**config.mk**
```make
export PLATFORM = sky130hd
export DESIGN_NAME = lbs_fifo
export DESIGN_NICKNAME = d
export VERILOG_FILES = /design/src/design/lbs_pkg.sv /design/src/design/lbs_fifo.sv
export SDC_FILE = /design/constraint.sdc
export NUM_CORES = 1
export LEC_CHECK = 0
export ABC_AREA = 1
export BUFFER_PORTS_ARGS = -buffer_cell sky130_fd_sc_hd__buf_4
export CELL_PAD_IN_SITES_DETAIL_PLACEMENT = 1
export CELL_PAD_IN_SITES_GLOBAL_PLACEMENT = 1
export CORE_ASPECT_RATIO = 0.9
export CORE_MARGIN = 2
export CORE_UTILIZATION = 48
export CTS_BUF_LIST = sky130_fd_sc_hd__clkbuf_8
export CTS_CLUSTER_DIAMETER = 200
export DETAILED_ROUTE_END_ITERATION = 7
export GPL_ROUTABILITY_DRIVEN = 0
export PLACE_DENSITY = 0.8
export SYNTH_ARGS = -nofsm -noshare
export SYNTH_HDL_FRONTEND = slang
export SYNTH_SLANG_ARGS = --single-unit
```
**constraint.sdc**
```tcl
create_clock -name clk -period 2.6 [get_ports clk]
set_input_delay 0.52 -clock clk [delete_from_list [all_inputs] [get_ports clk]]
set_output_delay 0.52 -clock clk [all_outputs]
set_load 0.02 [all_outputs]
```
**src/design/lbs_pkg.sv**
```systemverilog
// shared types and constants of the luma background subtraction block
package lbs_pkg;

	// operation codes carried in the input tuser
	localparam logic OP_DETECT = 1'b0;
	localparam logic OP_LOAD   = 1'b1;

	// configuration register indexes
	localparam int          CFG_ADDR_W    = 2;
	localparam int          CFG_DATA_W    = 11;
	localparam logic [1:0]  CFG_THRESHOLD = 2'd0;
	localparam logic [1:0]  CFG_WIDTH     = 2'd1;
	localparam logic [1:0]  CFG_HEIGHT    = 2'd2;

	// register widths and reset values
	localparam int          THRESH_W      = 8;
	localparam int          FWIDTH_W      = 11;
	localparam int          FHEIGHT_W     = 10;
	localparam logic [7:0]  THRESH_RST    = 8'd30;
	localparam logic [10:0] FWIDTH_RST    = 11'd640;
	localparam logic [9:0]  FHEIGHT_RST   = 10'd480;

	// field widths
	localparam int LUMA_W   = 8;
	localparam int TALLY_W  = 20;
	localparam int FRAMES_W = 32;
	localparam int IN_DW    = 24;
	localparam int OUT_DW   = 64;

	localparam logic [TALLY_W-1:0] TALLY_MAX = '1;

	// luma weights, scaled by 2^16 (they sum to 2^16)
	localparam int       LUMA_SUM_W = 24;
	localparam logic [15:0] COEF_R = 16'd19595;
	localparam logic [15:0] COEF_G = 16'd38470;
	localparam logic [15:0] COEF_B = 16'd7471;

	// configuration seen by the front and back parts
	typedef struct packed {
		logic [THRESH_W-1:0]  threshold;
		logic [FWIDTH_W-1:0]  frame_width;
		logic [FHEIGHT_W-1:0] frame_height;
	} lbs_cfg_t;

	// word handed from the front part to the back part
	typedef struct packed {
		logic              op;
		logic [LUMA_W-1:0] luma;
		logic [LUMA_W-1:0] bg;
		logic              frame_end;
	} lbs_item_t;

endpackage

```
**src/design/lbs_fifo.sv**
```systemverilog
// short queue between the front and back parts
module lbs_fifo #(
	parameter int DEPTH = 4
) (
	input  logic                clk,
	input  logic                arst_n,
	input  logic                push_valid,
	output logic                push_ready,
	input  lbs_pkg::lbs_item_t  push_item,
	output logic                pop_valid,
	input  logic                pop_ready,
	output lbs_pkg::lbs_item_t  pop_item
);

	localparam int PTR_W = (DEPTH > 1) ? $clog2(DEPTH) : 1;
	localparam int CNT_W = $clog2(DEPTH + 1);

	lbs_pkg::lbs_item_t slots [DEPTH];
	logic [PTR_W-1:0] wr_ptr_q;
	logic [PTR_W-1:0] rd_ptr_q;
	logic [CNT_W-1:0] count_q;
	logic             push;
	logic             pop;

	assign push_ready = (count_q != CNT_W'(DEPTH));
	assign pop_valid  = (count_q != '0);
	assign push       = push_valid && push_ready;
	assign pop        = pop_valid && pop_ready;
	assign pop_item   = slots[rd_ptr_q];

	// pointers and fill level
	always_ff @(posedge clk or negedge arst_n) begin
		if (!arst_n) begin
			wr_ptr_q <= '0;
			rd_ptr_q <= '0;
			count_q  <= '0;
		end else begin
			if (push)
				wr_ptr_q <= (wr_ptr_q == PTR_W'(DEPTH - 1)) ? '0 : wr_ptr_q + PTR_W'(1);
			if (pop)
				rd_ptr_q <= (rd_ptr_q == PTR_W'(DEPTH - 1)) ? '0 : rd_ptr_q + PTR_W'(1);
			if (push && !pop)
				count_q <= count_q + CNT_W'(1);
			else if (pop && !push)
				count_q <= count_q - CNT_W'(1);
		end
	end

	// slot storage
	always_ff @(posedge clk) begin
		if (push)
			slots[wr_ptr_q] <= push_item;
	end

endmodule

```
### Word level (Yosys, flattened, before mapping)

Memories as Yosys holds them, arrays and structs flattened.
Cells that the tools add are included.
W data, S select, Z words.

| cells by class | value |
|---|---|
| eq/ne operators | 3 |
| reductions and logical operators | 8 |
| add/sub/neg operators | 4 |
| multiplexer cells | 6 |

Operators by type and width:

| operator | count |
|---|---|
| $mux W3 | 2 |
| $add A2 B1 Y2 const B | 2 |
| $eq A2 B2 Y1 const B | 2 |
| $logic_and A1 B1 Y1 | 4 |
| $mux W2 | 2 |
| $add A3 B1 Y3 const B | 1 |
| $ne A3 B3 Y1 const B | 1 |
| $reduce_bool A3 Y1 | 1 |
| $sub A3 B1 Y3 const B | 1 |
| $logic_not A1 Y1 | 2 |
| $mux W1 | 2 |
| $reduce_bool A2 Y1 | 1 |

| word-level totals | value |
|---|---|
| memories | 1 |
| bits in writable memories | 72 |
| output and inout bits | 20 |
| logic and storage cells | 25 |
| flip-flop bits (word level) | 7 |

Memories:

| memory | depth | width | read ports | clocked after memory_dff | wr ports | line | source |
|---|---|---|---|---|---|---|---|
| slots | 4 | 18 | 1 | 0 | 1 | lbs_fifo.sv:18 | `lbs_pkg::lbs_item_t slots [DEPTH];` |

### Longest topological paths before layout

| depth | value |
|---|---|
| depth after elaboration | 6 |
| depth in mapped cells | 12 |
| mapped depth without buffers | 12 |

### Worst setup path after synthesis

OpenSTA, ideal clock, no wires.

| timing path | value |
|---|---|
| kind | reg-to-reg |
| start | register count_q[0] |
| end | memory slots[0][0] (netlist name) (enable) |
| stages on the path, launching flop included | 5 |
| buffers on the path | 0 |
| library setup time | 0.393 ns |
| clock period less this slack | 1.951 ns |
| arrival time | 1.558 ns |
| slack | 0.649 ns |
| cells stage by stage | dfrtp_1 inv_1 nand3_2 nand2_1 nor2_1 |

| on the way | value |
|---|---|
| longest elaborated chain between the ends | 4 |

Ends and longest elaborated chain:

| what | line | source |
|---|---|---|
| start: declaration | lbs_fifo.sv:21 | `logic [CNT_W-1:0] count_q;` |
| start signal: assignment | lbs_fifo.sv:43 | `count_q <= count_q + CNT_W'(1);` |
| start signal: assignment | lbs_fifo.sv:45 | `count_q <= count_q - CNT_W'(1);` |
| $ne A3 B3 Y1 | lbs_fifo.sv:25 | `assign push_ready = (count_q != CNT_W'(DEPTH));` |
| net push_ready | lbs_fifo.sv:8 | `output logic push_ready,` |
| $logic_and A1 B1 Y1 | lbs_fifo.sv:27 | `assign push = push_valid && push_ready;` |
| $mux W1 | lbs_fifo.sv:51 | `if (push)` |
| $mux W1 (implied by the code) | lbs_fifo.sv:52 | `slots[wr_ptr_q] <= push_item;` |
| end: declaration | lbs_fifo.sv:18 |  |

The timed path passes the listed nets, and every way through them passes these cells.

==> flow_metrics.tcl <==
set metrics [dict create \
    max_freq_ghz 0.472 \
    clock_sinks 79 \
    postCtsHoldBufs 1 \
    cts_tree "built" \
    cp.required_ns 2.08 \
    core_sq_um 6660 \
    peakVddDrop_mv 0.615 \
    grt_pass1_vias 2289 \
    synthTopCellsByArea "edfxtp_1 65%, nand2_1 7.7%, o211ai_1 7.4%" \
    path_max_fanout 47 \
    fill_cells 704 \
    p_int_uw 2710 \
    p_per_area_nw_per_um2 1140 \
    drtPass1Iterations 4 \
    portBuffers 41 \
    path_delay_family "buffers and inverters" \
    syn_inst 268 \
    vias 2058 \
    ioPinCount 42 \
    grt_overflow 0 \
    wl_per_cell_um 16.6 \
    drive_gt1_share_pct 22.3 \
    clock_power_share_pct 17.5 \
    cts_resized 0 \
    grt_util_all_layers_pct 19.5 \
    synth.largest_area_cell "edfxtp_1" \
    die_w_um 92.1 \
    rows 28 \
    detail-route-antenna-nets 0 \
    grt_pass1_wl_um 11200 \
    cpMaxStageDelayCell "buf_4" \
    period_needed_ns 2.12 \
    routed_via_density 4.98 \
    post_cts_buffers 0 \
    cp-start-kind "register" \
    dp.cells 396 \
    ys_ff_latch 79 \
    crit_type "reg -> out" \
    drc 0 \
    setup_violations 0 \
    fin_setup_tns_ns 0 \
    slew_violations 0 \
    start_util_pct 50.3 \
    worstPathCellList "buf_4, nand2_1, o211ai_1, nand2_1, buf_4" \
    p_leak_uw 0.00163 \
    htreeDepth 3 \
    synth_cell_type_count 18 \
    period_share_pct 81.5 \
    die_y_um 83.3 \
    cts_buffers 9 \
    nets 347 \
    grt_max_degree 48 \
    skew_ns 0.00809 \
    clock_path_buffers 2 \
    dieArea_sq_um 7670 \
    cpPeakStageDelay_ns 0.39 \
    yosys.area.top_type_share_pct 64.5 \
    worst_ep_arrival_time_ns 1.60 \
    synth_nets 297 \
    ys_seq_area_share_pct 69.8 \
    worst-path-buf-inv 2 \
    power.switching_uw 1760 \
    ctsRootBufferMaster "clkbuf_8" \
    fin_util_pct 59.0 \
    antenna_found_initial 0 \
    antenna_cells 0 \
    synth_warnings 0 \
    rsz0062_at_grt "no" \
    clock_latency_ns 0.35 \
    hp-class "in -> reg" \
    finalHoldViolCount 0 \
    pwr-share-seq_pct 39.9 \
    endpoint_kind "output port" \
    maxSlewHeadroom_pct 66.5 \
    status "finished, final reports clean" \
    regToRegSetupSlack_ns 0.53 \
    combPwrFrac_pct 42.6 \
    syn_area_per_cell_sq_um 12.5 \
    synthToLayoutAreaGrowth_pct 17.1 \
    synthesis.area_sq_um 3350 \
    drt_iter0_drc 72 \
    maxCapViolCount 0 \
    hpwl_um 4600 \
    finalHoldWorstSlack_ns 0.368 \
    clkTransAtPathRegs_ns 0.08 \
    switching_share_pct 39.3 \
    instances_no_fill 413 \
    finalWirelength_um 6880 \
    worst_pin_slew_ns 0.503 \
]
==> sequential cells by signal, summed over array words and instances (netlist names) <==
register  cells
wr_ptr_q      2
rd_ptr_q      2
count_q       3
slots        72
==> worst reg2reg max path, delay by kind of cell (launching register included) <==
family	cells	cell delay [ns]
simple gates	3	0.47
fa+ha+maj	2	0.66
buf+inv	3	0.31
flops	1	0.44
compound gates	1	0.08
==> final cells by class <==
class                      count  area, sq um  share of cell area, %
multi-input combinational    128          732                   18.6
timing repair buffer          50          390                   9.95
sequential                    79         2340                   59.6
clock inverter                 7         40.0                   1.02
tap                           90          113                   2.87
clock buffer                   9          124                   3.16
inverter                      50          188                   4.78
==> worst paths after layout <==
path	start	to	cells after the start
setup / recovery	rd_ptr_q[0]	pop_item[7]	5
hold / removal	push_item[14]	slots[0][14]	1
setup reg to reg	count_q[0]	count_q[1]	9
hold reg to reg	wr_ptr_q[1]	wr_ptr_q[1]	2
max in group asynchronous	arst_n	rd_ptr_q[0]	2
min in group asynchronous	arst_n	count_q[0]	2
==> synthesized netlist by cell type, drive strengths merged <==
library cell  number
edfxtp            72
o211ai            36
nand3              7
inv               50
ha                 6
dfrtp              7
o21ai              1
nand4              1
nor2               6
fa                 1
nand2             69
xnor2              1
buf               11
==> power groups by stage <==
stage               clock [uW]  sequential [uW]  combinational [uW]
floorplan                    0             1790                1280
global placement             0             1790                1830
detailed placement           0             1820                1930
CTS                        803             1790                1940
global route               848             1810                2110
finish                     781             1780                1910
==> metal layers <==
layer | track usage (%) | vias to the layer above | share of wire (%)
met2 | 34.1 | 45 | 52
met5 | 0 | - | 0
li1 | - | 1007 | -
met1 | 23.5 | 1000 | 43
met3 | 6.08 | 6 | 4.1
met4 | 5.02 | 0 | 0.90
==> kinds of logic after synthesis <==
logic type | Yosys count | share of synthesized area [%]
and+or+nand+nor | 83 | 9.78
adders and majority gates | 7 | 2.84
DFF | 79 | 69.8
buffers and inverters | 61 | 8.70
xor gates and xnor gates | 1 | 0.261
AOI/OAI and AO/OA | 37 | 8.66
==> cells in the final DEF, fill, tap and decap left out, types with 2 or more instances in the layout <==
cell type	count
buf_4	48
clkbuf_8	9
clkinv_1	2
clkinvlp_4	2
dfrtp_1	6
edfxtp_1	72
ha_1	6
inv_1	50
nand2_1	69
nand3_1	6
nor2_1	2
nor2_2	4
o211ai_1	33
o211ai_2	3
==> stage by stage <==
stage | power (uW) | setup slack (ns) | cell area, sq um
global route | 4770 | 0.347 | 3930
finish | 4470 | 0.482 | 3930
global placement | 3630 | 0.685 | 3750
detailed placement | 3740 | 0.543 | 3750
CTS | 4530 | 0.451 | 3930
floorplan | 3070 | 0.649 | 3350
(Power assumes the default switching activity.)
