**src/design/lbs_pkg.sv**
```systemverilog
// shared types and constants of the luma background subtraction block
package lbs_pkg;

	// operation codes carried in the input tuser
	localparam logic OP_DETECT = 1'b0;
	localparam logic OP_LOAD   = 1'b1;

	// configuration register indexes
	localparam int          CFG_ADDR_W    = 2;
	localparam int          CFG_DATA_W    = 11;
	localparam logic [1:0]  CFG_THRESHOLD = 2'd0;
	localparam logic [1:0]  CFG_WIDTH     = 2'd1;
	localparam logic [1:0]  CFG_HEIGHT    = 2'd2;

	// register widths and reset values
	localparam int          THRESH_W      = 8;
	localparam int          FWIDTH_W      = 11;
	localparam int          FHEIGHT_W     = 10;
	localparam logic [7:0]  THRESH_RST    = 8'd30;
	localparam logic [10:0] FWIDTH_RST    = 11'd640;
	localparam logic [9:0]  FHEIGHT_RST   = 10'd480;

	// field widths
	localparam int LUMA_W   = 8;
	localparam int TALLY_W  = 20;
	localparam int FRAMES_W = 32;
	localparam int IN_DW    = 24;
	localparam int OUT_DW   = 64;

	localparam logic [TALLY_W-1:0] TALLY_MAX = '1;

	// luma weights, scaled by 2^16 (they sum to 2^16)
	localparam int       LUMA_SUM_W = 24;
	localparam logic [15:0] COEF_R = 16'd19595;
	localparam logic [15:0] COEF_G = 16'd38470;
	localparam logic [15:0] COEF_B = 16'd7471;

	// configuration seen by the front and back parts
	typedef struct packed {
		logic [THRESH_W-1:0]  threshold;
		logic [FWIDTH_W-1:0]  frame_width;
		logic [FHEIGHT_W-1:0] frame_height;
	} lbs_cfg_t;

	// word handed from the front part to the back part
	typedef struct packed {
		logic              op;
		logic [LUMA_W-1:0] luma;
		logic [LUMA_W-1:0] bg;
		logic              frame_end;
	} lbs_item_t;

endpackage

```
**src/design/lbs_back.sv**
```systemverilog
// back part: threshold compare, per-frame tallies and output register
module lbs_back (
	input  logic                clk,
	input  logic                arst_n,
	input  lbs_pkg::lbs_cfg_t   cfg,
	input  logic                item_valid,
	output logic                item_ready,
	input  lbs_pkg::lbs_item_t  item,
	output logic                out_valid,
	input  logic                out_ready,
	output logic                out_moving,
	output logic [7:0]          out_luma,
	output logic [19:0]         out_detections,
	output logic                out_frame_end,
	output logic [31:0]         out_frames_done
);

	logic [lbs_pkg::TALLY_W-1:0]  tally_q;
	logic [lbs_pkg::FRAMES_W-1:0] frames_q;
	logic                         out_valid_q;
	logic                         pop;
	logic [lbs_pkg::LUMA_W-1:0]   diff;
	logic                         moving;
	logic [lbs_pkg::TALLY_W-1:0]  tally_next;
	logic [lbs_pkg::FRAMES_W-1:0] frames_next;

	assign item_ready = !out_valid_q || out_ready;
	assign pop        = item_valid && item_ready;

	// luma difference against background, saturating tally, frame count
	always_comb begin
		diff   = (item.luma > item.bg) ? item.luma - item.bg : item.bg - item.luma;
		moving = (item.op == lbs_pkg::OP_DETECT) && (diff > cfg.threshold);
		if (moving && tally_q != lbs_pkg::TALLY_MAX)
			tally_next = tally_q + lbs_pkg::TALLY_W'(1);
		else
			tally_next = tally_q;
		if (item.frame_end && item.op == lbs_pkg::OP_DETECT)
			frames_next = frames_q + lbs_pkg::FRAMES_W'(1);
		else
			frames_next = frames_q;
	end

	// tally state and output valid
	always_ff @(posedge clk or negedge arst_n) begin
		if (!arst_n) begin
			tally_q     <= '0;
			frames_q    <= '0;
			out_valid_q <= 1'b0;
		end else begin
			if (pop) begin
				tally_q  <= item.frame_end ? '0 : tally_next;
				frames_q <= frames_next;
			end
			if (pop)
				out_valid_q <= 1'b1;
			else if (out_ready)
				out_valid_q <= 1'b0;
		end
	end

	// output word register
	always_ff @(posedge clk) begin
		if (pop) begin
			out_moving      <= moving;
			out_luma        <= item.luma;
			out_detections  <= tally_next;
			out_frame_end   <= item.frame_end;
			out_frames_done <= frames_next;
		end
	end

	assign out_valid = out_valid_q;

endmodule

```
**config.mk**
```make
export PLATFORM = sky130hd
export DESIGN_NAME = lbs_back
export DESIGN_NICKNAME = d
export VERILOG_FILES = /design/src/design/lbs_pkg.sv /design/src/design/lbs_back.sv
export SDC_FILE = /design/constraint.sdc
export NUM_CORES = 1
export LEC_CHECK = 0
export ABC_AREA = 1
export BUFFER_PORTS_ARGS = -buffer_cell sky130_fd_sc_hd__buf_2
export CORE_MARGIN = 5
export CORE_UTILIZATION = 40
export DETAILED_ROUTE_END_ITERATION = 10
export SYNTH_ARGS = -nofsm -noshare
export SYNTH_HDL_FRONTEND = slang
export SYNTH_SLANG_ARGS = --single-unit
```
**constraint.sdc**
```tcl
create_clock -name clk -period 4.12 [get_ports clk]
set_clock_uncertainty 0.05 [all_clocks]
set_input_delay 0.824 -clock clk [delete_from_list [all_inputs] [get_ports clk]]
set_output_delay 0.824 -clock clk [all_outputs]
set_load 0.01 [all_outputs]
```
; After elaboration in Yosys (flattened, before gate mapping)
; Index checks and enable logic that the tools add are counted.
[word_totals]
reg_bits = 115
latch_bits = 0
mem_bits_rw = 0
mem_bits_ro = 0
in_bits = 51
elab_cells = 29
memories = 0
[classes]
add_sub_neg = 4
multipliers = 0
n_div = 0
n_lt_le_gt_ge = 2
n_eq_ne = 1
shifts = 0
mux = 6
bitwise = 1
n_reduce_logical = 7
[ops]
columns = op, count
row1 = 20-bit two-way mux, 2
row2 = 32-bit by 1-bit adder with 32-bit output (second input constant), 1
row3 = 32-bit two-way mux, 1
row4 = 20-bit by 1-bit adder with 20-bit output (second input constant), 1
row5 = 20-bit != test (second input constant), 1
row6 = 8-bit greater-than comparator, 2
row7 = 8-bit subtractor, 2
row8 = 8-bit two-way mux, 1
row9 = 1-bit logical AND, 4
row10 = 1-bit two-way mux, 2
row11 = 2-bit nonzero test, 1
row12 = 1-bit logical NOT, 1
row13 = 1-bit logical OR, 1
row14 = 1-bit inverter, 1

; Longest topological paths before layout
; Gate-level depths: netlist of run 1.
[depth]
word_depth = 7
mapped_depth = 26
mapped_depth_nobuf = 25

; Least setup slack after synthesis of run 1
; No wires, ideal clock.
[synth_path]
path_kind = in2reg
from = input port item[9] in the netlist's numbering
to = register out_detections[0] (data pin)
setup_time_ns = 0.255
t_arrival_ns = 3.376
t_required_ns = 3.815
slack_ns = 0.439
cell_stages = 21
path_buffers = 0
path_cell_list = inv_1 ha_1 inv_1 fa_1 nand3_1 nand2_1 nand2_1 o211ai_1 nand2_1 inv_1 nand2_1 nand2_1 inv_1 ha_1 nand2_1 nor2_1 a21oi_1 inv_1 a21oi_1 nand3_1 and2_1
[synth_between]
elab_chain_len = 6
word_cells_on_any_way = 8
[synth_lines]
columns = item, line_no
row1 = "start, declared", lbs_back.sv:8  ; input lbs_pkg::lbs_item_t item,
row2 = 8-bit subtractor / 8-bit greater-than comparator (equally long branches), lbs_back.sv:32  ; diff = (item.luma > item.bg) ? item.luma - item.bg : item.bg - item.luma;
row3 = 8-bit two-way mux *, lbs_back.sv:32
row4 = 8-bit greater-than comparator *, lbs_back.sv:33  ; moving = (item.op == lbs_pkg::OP_DETECT) && (diff > cfg.threshold);
row5 = 1-bit logical AND *, lbs_back.sv:33
row6 = via moving, lbs_back.sv:23  ; logic moving;
row7 = 1-bit logical AND *, lbs_back.sv:34  ; if (moving && tally_q != lbs_pkg::TALLY_MAX)
row8 = 20-bit two-way mux *, lbs_back.sv:34
row9 = via tally_next (one bit), lbs_back.sv:24  ; logic [lbs_pkg::TALLY_W-1:0] tally_next;
row10 = "end signal, assigned", lbs_back.sv:67  ; out_detections <= tally_next;
row11 = "end, declared", lbs_back.sv:13  ; output logic [19:0] out_detections,
; The timed path passes the listed nets; every way through them passes the cells marked *.
; A chain may end at the register's enable or synchronous reset.

; Worst setup path in the final report of run 1
[layout_path]
from = input port item[9] in the netlist's numbering
to = register out_detections[10] (data pin)
[layout_between]
elab_chain_len = 6
word_cells_on_any_way = 8
[layout_lines]
columns = item, line_no
row1 = 8-bit subtractor / 8-bit greater-than comparator (equally long branches), lbs_back.sv:32
row2 = 8-bit two-way mux *, lbs_back.sv:32
row3 = 8-bit greater-than comparator *, lbs_back.sv:33
row4 = 1-bit logical AND *, lbs_back.sv:33
row5 = 1-bit logical AND *, lbs_back.sv:34
row6 = 20-bit two-way mux *, lbs_back.sv:34
row7 = via tally_next (one bit), lbs_back.sv:24
; Marked as above.

==> summary.txt, run 1 <==
Logic synthesis
  – Synth warn: 0
  – Synthesized area: 6704 µm²
  – EDFF count, synth: just over 60
  – Ys async rst share: 46.09%
  – Register area share after synthesis: 47.56%
  – Synthesized net count: 908
  – Most common cell in the netlist: nand2_1
  – Post-synth top area cell: edfxtp_1
  – Top-area cell type share of the netlist area: 27.77%
  – Top_reg_cell synth: edfxtp_1
  – Main area contributors after synthesis: edfxtp_1, dfrtp_1, nand2_1, inv_1, ha_1
  – Synth unique cells: 34
  – Post-synthesis cell count: just over 800
  – Synth cell count leaders: nand2_1, inv_1, nor2_1, edfxtp_1, dfrtp_1
  – Mean post-synth cell area: between 8 and 9 µm²
  – Flops & latches, synth: 115

Die
  – DIE HEIGHT: 139.5 µm
  – Initial core utilization: 40.57%
  – Die footprint: 19450 µm²
  – Core Box Area: 16520 µm²
  – Die width: approximately 140 µm
  – Rows: 47
  – # IOs: 115

STA
  – RSZ-0062 raised after global routing: no
  – Setup TNS: 0 ns
  – Hold Violations, Final: 0
  – Minimum clock period: 3.541 ns
  – Slew @ Worst Pin: 0.8686 ns
  – Final Max Tran Viols: 0
  – Slew margin rel.: 42.09%
  – Fmax: 282.4 MHz
  – Fin crit share: 85.94%
  – Final Setup Violations: 0
  – Min Hold Slack: between 0.4 and 0.5 ns

Final layout
  – Cell Count, Final, Fillers Out: 1171
  – Layout cells sized above 1: 18.30%
  – Number of diodes: 0
  – Synthesis-to-layout area growth: 20.98%
  – Final net count: 1016

Setup path
  – Critical path class: input pin to register
  – Crit-path most repeated cell: nand2_1
  – Critical Path AT: 3.65 ns
  – Worst EP required: 4.23 ns
  – Crit-path max cell delay: between 0.4 and 0.5 ns
  – Critical path peak fanout: 23
  – CP cell instances: buf_2 -> inv_1 -> ha_1 -> inv_1 -> fa_1 -> nand3_1 -> nand2_1 -> nand2_1 -> o211ai_1 -> nand2_1 -> buf_4 -> nand2_1 -> nand2_1 -> inv_1 -> ha_1 -> nand2_1 -> nor2_1 -> a21oi_1 -> buf_4 -> nand3_4 -> buf_12 -> nand2_1 -> o21ai_2
  – Slowest CP cell: fa_1
  – Critical path endpoint category: register
  – Delay-heaviest family, CP: simple AND/OR/NAND/NOR gates
  – CP startpoint kind: input pin
  – Crit path buf inv count: 7

Power and ir drop
  – Worst IR Drop VDD: between 0.3 and 0.4 mV
  – Pwr dens: 454.8 nW/µm²
  – P_leak: 3.716 nW

Global route
  – Total congestion overflow: 0
  – GR Util All Layers: 16.33%
  – Largest net degree at the start of global routing: 57
  – Vias in the first global route: 5410
  – First-pass GRT wire length: ~26000 µm
  – Initial antenna violation count: 0

Placed design
  – Gpl congestion: 0.8412
  – DP HPWL: 11160 µm
  – Inst Count DP: about 1100
  – Port buffer count: 93

Route
  – DR pass1 iterations: 5
  – DRC: 0
  – Vias/cell: approximately 4.6
  – Post-Route WL: 15030 µm
  – Routed Antenna Nets: 0
  – Initial DRC count: 275
  – Vias post-DR: 5409
  – DR WL/cell: 12.83 µm

Clocking
  – Number of hold buffers added after cts: 0
  – H-tree levels: 4
  – Max clock buf depth: 2
  – Postcts setup bufs: 0
  – Clock Tree Root: clkbuf_16
  – CTS tree: yes
  – Clk Latency, worst-skew pair: 0.42 ns
  – Resized Gates After CTS: 0
  – CTS Buf Count: 17
  – Worst-path clk slew: roughly 0.05 ns
  – CTS sink count: 115

Run
  – Max-cap viol count: 0

Run status
  – Status: finished clean

Worst hold path
  – Worst hold-check path type: register to register
==> worst paths after layout <==
kind / startpoint / cells past startpoint / slack, ns / to
setup / recovery: item[9] / 23 / 0.58 / out_detections[10]
hold / removal: frames_q[31] / 2 / 0.46 / frames_q[31]
setup reg to reg: frames_q[0] / 7 / 2.01 / out_frames_done[28]
hold reg to reg: frames_q[31] / 2 / 0.46 / frames_q[31]
max in group asynchronous: arst_n / 2 / 2.77 / frames_q[24]
min in group asynchronous: arst_n / 1 / 0.47 / frames_q[2]
==> worst reg2reg max path, stage by stage (launching register included) <==
cell and delay (ns):
dfrtp_1 0.45, ha_1 0.30, nand3_2 0.14, nor2_2 0.26, nand3_2 0.19, nor2_1 0.20
nand3_1 0.11, and2_1 0.17
==> stage by stage <==
stage / power (mW) / setup slack, ns / area (µm²) / util, %
floorplan: 1.921 / 0.4394 / 6704 / -
global placement: 2.133 / 0.1869 / 7480 / 45.26
detailed placement: 2.144 / 0.1662 / 7480 / 45.26
CTS: 3.744 / 0.6101 / 8110 / 49.08
global route: 3.907 / 0.1884 / 8110 / 49.08
finish: 3.689 / 0.5792 / 8110 / 49.08
==> kinds of logic (layout without fill, tap and decap cells) <==
logic type	Yosys count	count (layout)	synth area share (%)
adder cells (fa/ha/maj)	27	27	5.263
flip-flops	115	115	47.56
XOR/XNOR	41	41	5.357
AO/OA/AOI/OAI	70	70	6.439
buffers and inverters	113	234	6.700
AND/OR/NAND/NOR	464	464	28.69
==> cells in the final DEF (no fill, tap or decap), drive strengths merged, types with 2 or more instances in the layout <==
cell type  instances
clkinv             6
buf              106
bufinv             4
ha                25
inv               95
edfxtp            62
nor2              90
nor3               3
xor2              33
dfrtp             53
clkbuf            22
nand2            314
nand3             39
and2               8
nand3b             5
o211ai             4
a21oi             16
o21ai             44
o21a               2
fa                 2
nand4              4
a31oi              3
xnor2              8
==> power by group <==
group	internal, mW	switching, mW	leakage, nW
clock	1.06	0.519	0.310
sequential	1.38	0.0987	1.32
combinational	0.242	0.398	2.08
==> flip-flops by register name, indices dropped and copies added (netlist names) <==
register,flops
out_frames_done,32
tally_q,20
out_moving,1
out_detections,20
out_frame_end,1
out_luma,8
out_valid,1
frames_q,32
==> layout make-up <==
class | count | area, µm²
well taps | 220 | 275.3
clock inverters | 10 | 156.4
multi-input cells | 602 | 3067
fillers | 1670 | 8414
flip-flops and latches | 115 | 3188
repair buffers | 106 | 588.1
clock buffers | 22 | 474.2
inverters | 96 | 361.6
==> metal layers <==
layer  vias up  routed length [µm]  part of all wire [%]  GRT usage, %
met4         0                 258                   1.7         5.304
met2        97                7228                    48         27.99
met5         -                   0                     0             0
met3        23                 668                   4.4         4.014
li1       2846                   -                     -             -
met1      2443                6872                    46         20.27
Note: power is estimated with default switching activity, not from simulation.
==> inputs of run 2 (changes only) <==
==> constraint.sdc (replaced) <==
create_clock -name clk -period 4 [get_ports clk]
set_clock_uncertainty 0.05 [all_clocks]
set_input_delay 0.8 -clock clk [delete_from_list [all_inputs] [get_ports clk]]
set_output_delay 0.8 -clock clk [all_outputs]
set_load 0.01 [all_outputs]
==> run 2 against run 1 <==
  * Largest power group unchanged
  * Critical path depth is the same
  * Worst setup slack got worse by 0.15 ns
  * Die area is the same
  * Total power up 1.5%
  * Global-route usage rose by 0.082 points
  * Combinational power rose by 3%
  * Final cell count is the same
  * Highest routed layer unchanged
==> summary.txt, run 2 (synthesis results as in run 1) <==
Final layout
  – Synthesis-to-layout area growth: 20.72%
  – Commonest non-fill, non-tap cell in the layout: nand2_1
  – Number of diodes: 0
  – Largest regs: frames_q: 32 flops, out_frames_done: 32 flops
  – Final net count: 1016
  – Layout cells sized above 1: 18.40%
  – Commonest non-fill, non-tap cells in the layout: nand2_1, buf_2, inv_1

Route
  – Post-Route WL: 14970 µm
  – DR WL/cell: 12.78 µm
  – DRC: 0
  – Vias/cell: 4.551
  – Initial DRC count: 282
  – Routed Antenna Nets: 0
  – Vias post-DR: 5329
  – DR pass1 iterations: 5

Setup path
  – Worst EP required: 4.12 ns
  – Critical path endpoint category: register
  – Critical path peak fanout: 10
  – Slowest CP cell: fa_1
  – CP startpoint kind: input pin
  – Crit-path max cell delay: about 0.40 ns
  – Critical path class: input pin to register
  – Crit-path most repeated cell: nand2_1
  – Crit path buf inv count: 7
  – CP cell instances: buf_2 -> inv_1 -> ha_1 -> inv_1 -> fa_1 -> nand3_1 -> nand2_1 -> nand2_1 -> o211ai_1 -> nand2_1 -> inv_1 -> nand2_1 -> nand2_1 -> inv_1 -> ha_1 -> nand2_1 -> nor2_1 -> a21oi_1 -> buf_4 -> nand3_4 -> buf_4 -> nand2_1 -> o21ai_2
  – Delay-heaviest family, CP: simple AND/OR/NAND/NOR gates
  – Critical Path AT: 3.69 ns

STA
  – Fmax: between 200 and 300 MHz
  – Final Max Tran Viols: 0
  – PnR worst setup slack: approximately 0.43 ns
  – Setup TNS: 0 ns
  – Slew @ Worst Pin: 0.8602 ns
  – Fin crit share: between 80% and 90%
  – RSZ-0062 raised after global routing: no
  – Final Setup Violations: 0
  – Slew margin rel.: 42.65%
  – Minimum clock period: roughly 3.6 ns
  – Hold Violations, Final: 0

Clocking
  – Worst-path clk slew: roughly 0.050 ns
  – CTS tree: yes
  – Resized Gates After CTS: 0
  – Clock Tree Root: clkbuf_16
  – CTS sink count: 115
  – Max clock buf depth: 2
  – H-tree levels: 4
  – Number of hold buffers added after cts: 0
  – CTS Buf Count: 17
  – Clk Latency, worst-skew pair: roughly 0.42 ns
  – Postcts setup bufs: 0

Global route
  – Total congestion overflow: 0
  – GR Util All Layers: 16.41%
  – Vias in the first global route: 5343
  – Largest net degree at the start of global routing: 86
  – First-pass GRT wire length: 25940 µm
  – Initial antenna violation count: 0

Die
  – Die footprint: 19450 µm²
  – # IOs: 115
  – DIE HEIGHT: around 140 µm
  – Initial core utilization: 40.57%
  – Die width: 139.5 µm
  – Core Box Area: 16520 µm²
  – Rows: 47

Power and ir drop
  – Worst IR Drop VDD: ~0.30 mV
  – P_leak: 3.694 nW
  – Power Internal: around 2.7 mW
  – Pwr dens: around 460 nW/µm²
  – Switching portion of total power: between 20% and 30%
  – Logic pwr share: 17.6%
  – Reg power frac: 40.6%
  – Net Switching: 1.068 mW
  – Clock power share: 41.8%

Placed design
  – Gpl congestion: 0.8437
  – Port buffer count: 93
  – DP HPWL: 10890 µm
  – Pre-CTS worst setup slack: 0.001436 ns

Run status
  – Status: finished clean

Worst hold path
  – Worst hold-check path type: input pin to asynchronous set/reset pin

Run
  – Max-cap viol count: 0
-- run 2: changes by cell type in the layout (fill, tap and decap cells not counted), sizes merged --
cell,change
bufinv,-1
clkinvlp,+3
clkbuf,-2
-- run 2: cell type report --
cell class              count  area [µm²]
clock buffers              20       456.7
clock inverters            12       156.4
fillers                  1620        8432
inverters                  96       361.6
multi-input cells         602        3067
flip-flops and latches    115        3188
well taps                 220       275.3
repair buffers            106       588.1
-- run 2: power groups by stage --
| stage | Combinational [mW] | Sequential [mW] | Clock [mW] |
|---|---|---|---|
| finish | 0.659 | 1.52 | 1.57 |
| global route | 0.766 | 1.54 | 1.66 |
| CTS | 0.670 | 1.52 | 1.61 |
| detailed placement | 0.665 | 1.54 | 0 |
| global placement | 0.658 | 1.54 | 0 |
| floorplan | 0.427 | 1.55 | 0 |
-- run 2: metrics by stage --
| stage | instances | cell area (µm²) | hold slack, ns | total power [mW] | util (%) |
|---|---|---|---|---|---|
| 2_1_floorplan | 830 | 6704 | 0.4209 | 1.979 | - |
| 3_3_place_gp | 1139 | 7480 | 0.4410 | 2.195 | 45.26 |
| 3_5_place_dp | 1139 | 7480 | 0.4499 | 2.203 | 45.26 |
| 4_1_cts | 1171 | 8093 | 0.4588 | 3.796 | 48.97 |
| 5_1_grt | 1171 | 8093 | 0.5064 | 3.966 | 48.97 |
| 6_report | 1171 | 8093 | 0.4377 | 3.743 | 48.97 |
-- run 2: path summary, 6_finish.rpt --
kind	from	end	slack (ns)	depth (start not counted)
max	item[9]	out_detections[7]	0.43	23
min	arst_n	frames_q[2]	0.44	1
max reg2reg	frames_q[0]	out_frames_done[28]	1.84	7
min reg2reg	frames_q[31]	frames_q[31]	0.46	2
max in group asynchronous	arst_n	frames_q[29]	2.69	2
min in group clk	frames_q[31]	frames_q[31]	0.46	2
-- run 2: layer usage --
metal | track usage (%) | wire length, µm
met3 | 3.979 | 571
met2 | 28.22 | 7325
met4 | 5.458 | 236
met1 | 20.28 | 6836
met5 | 0 | 0
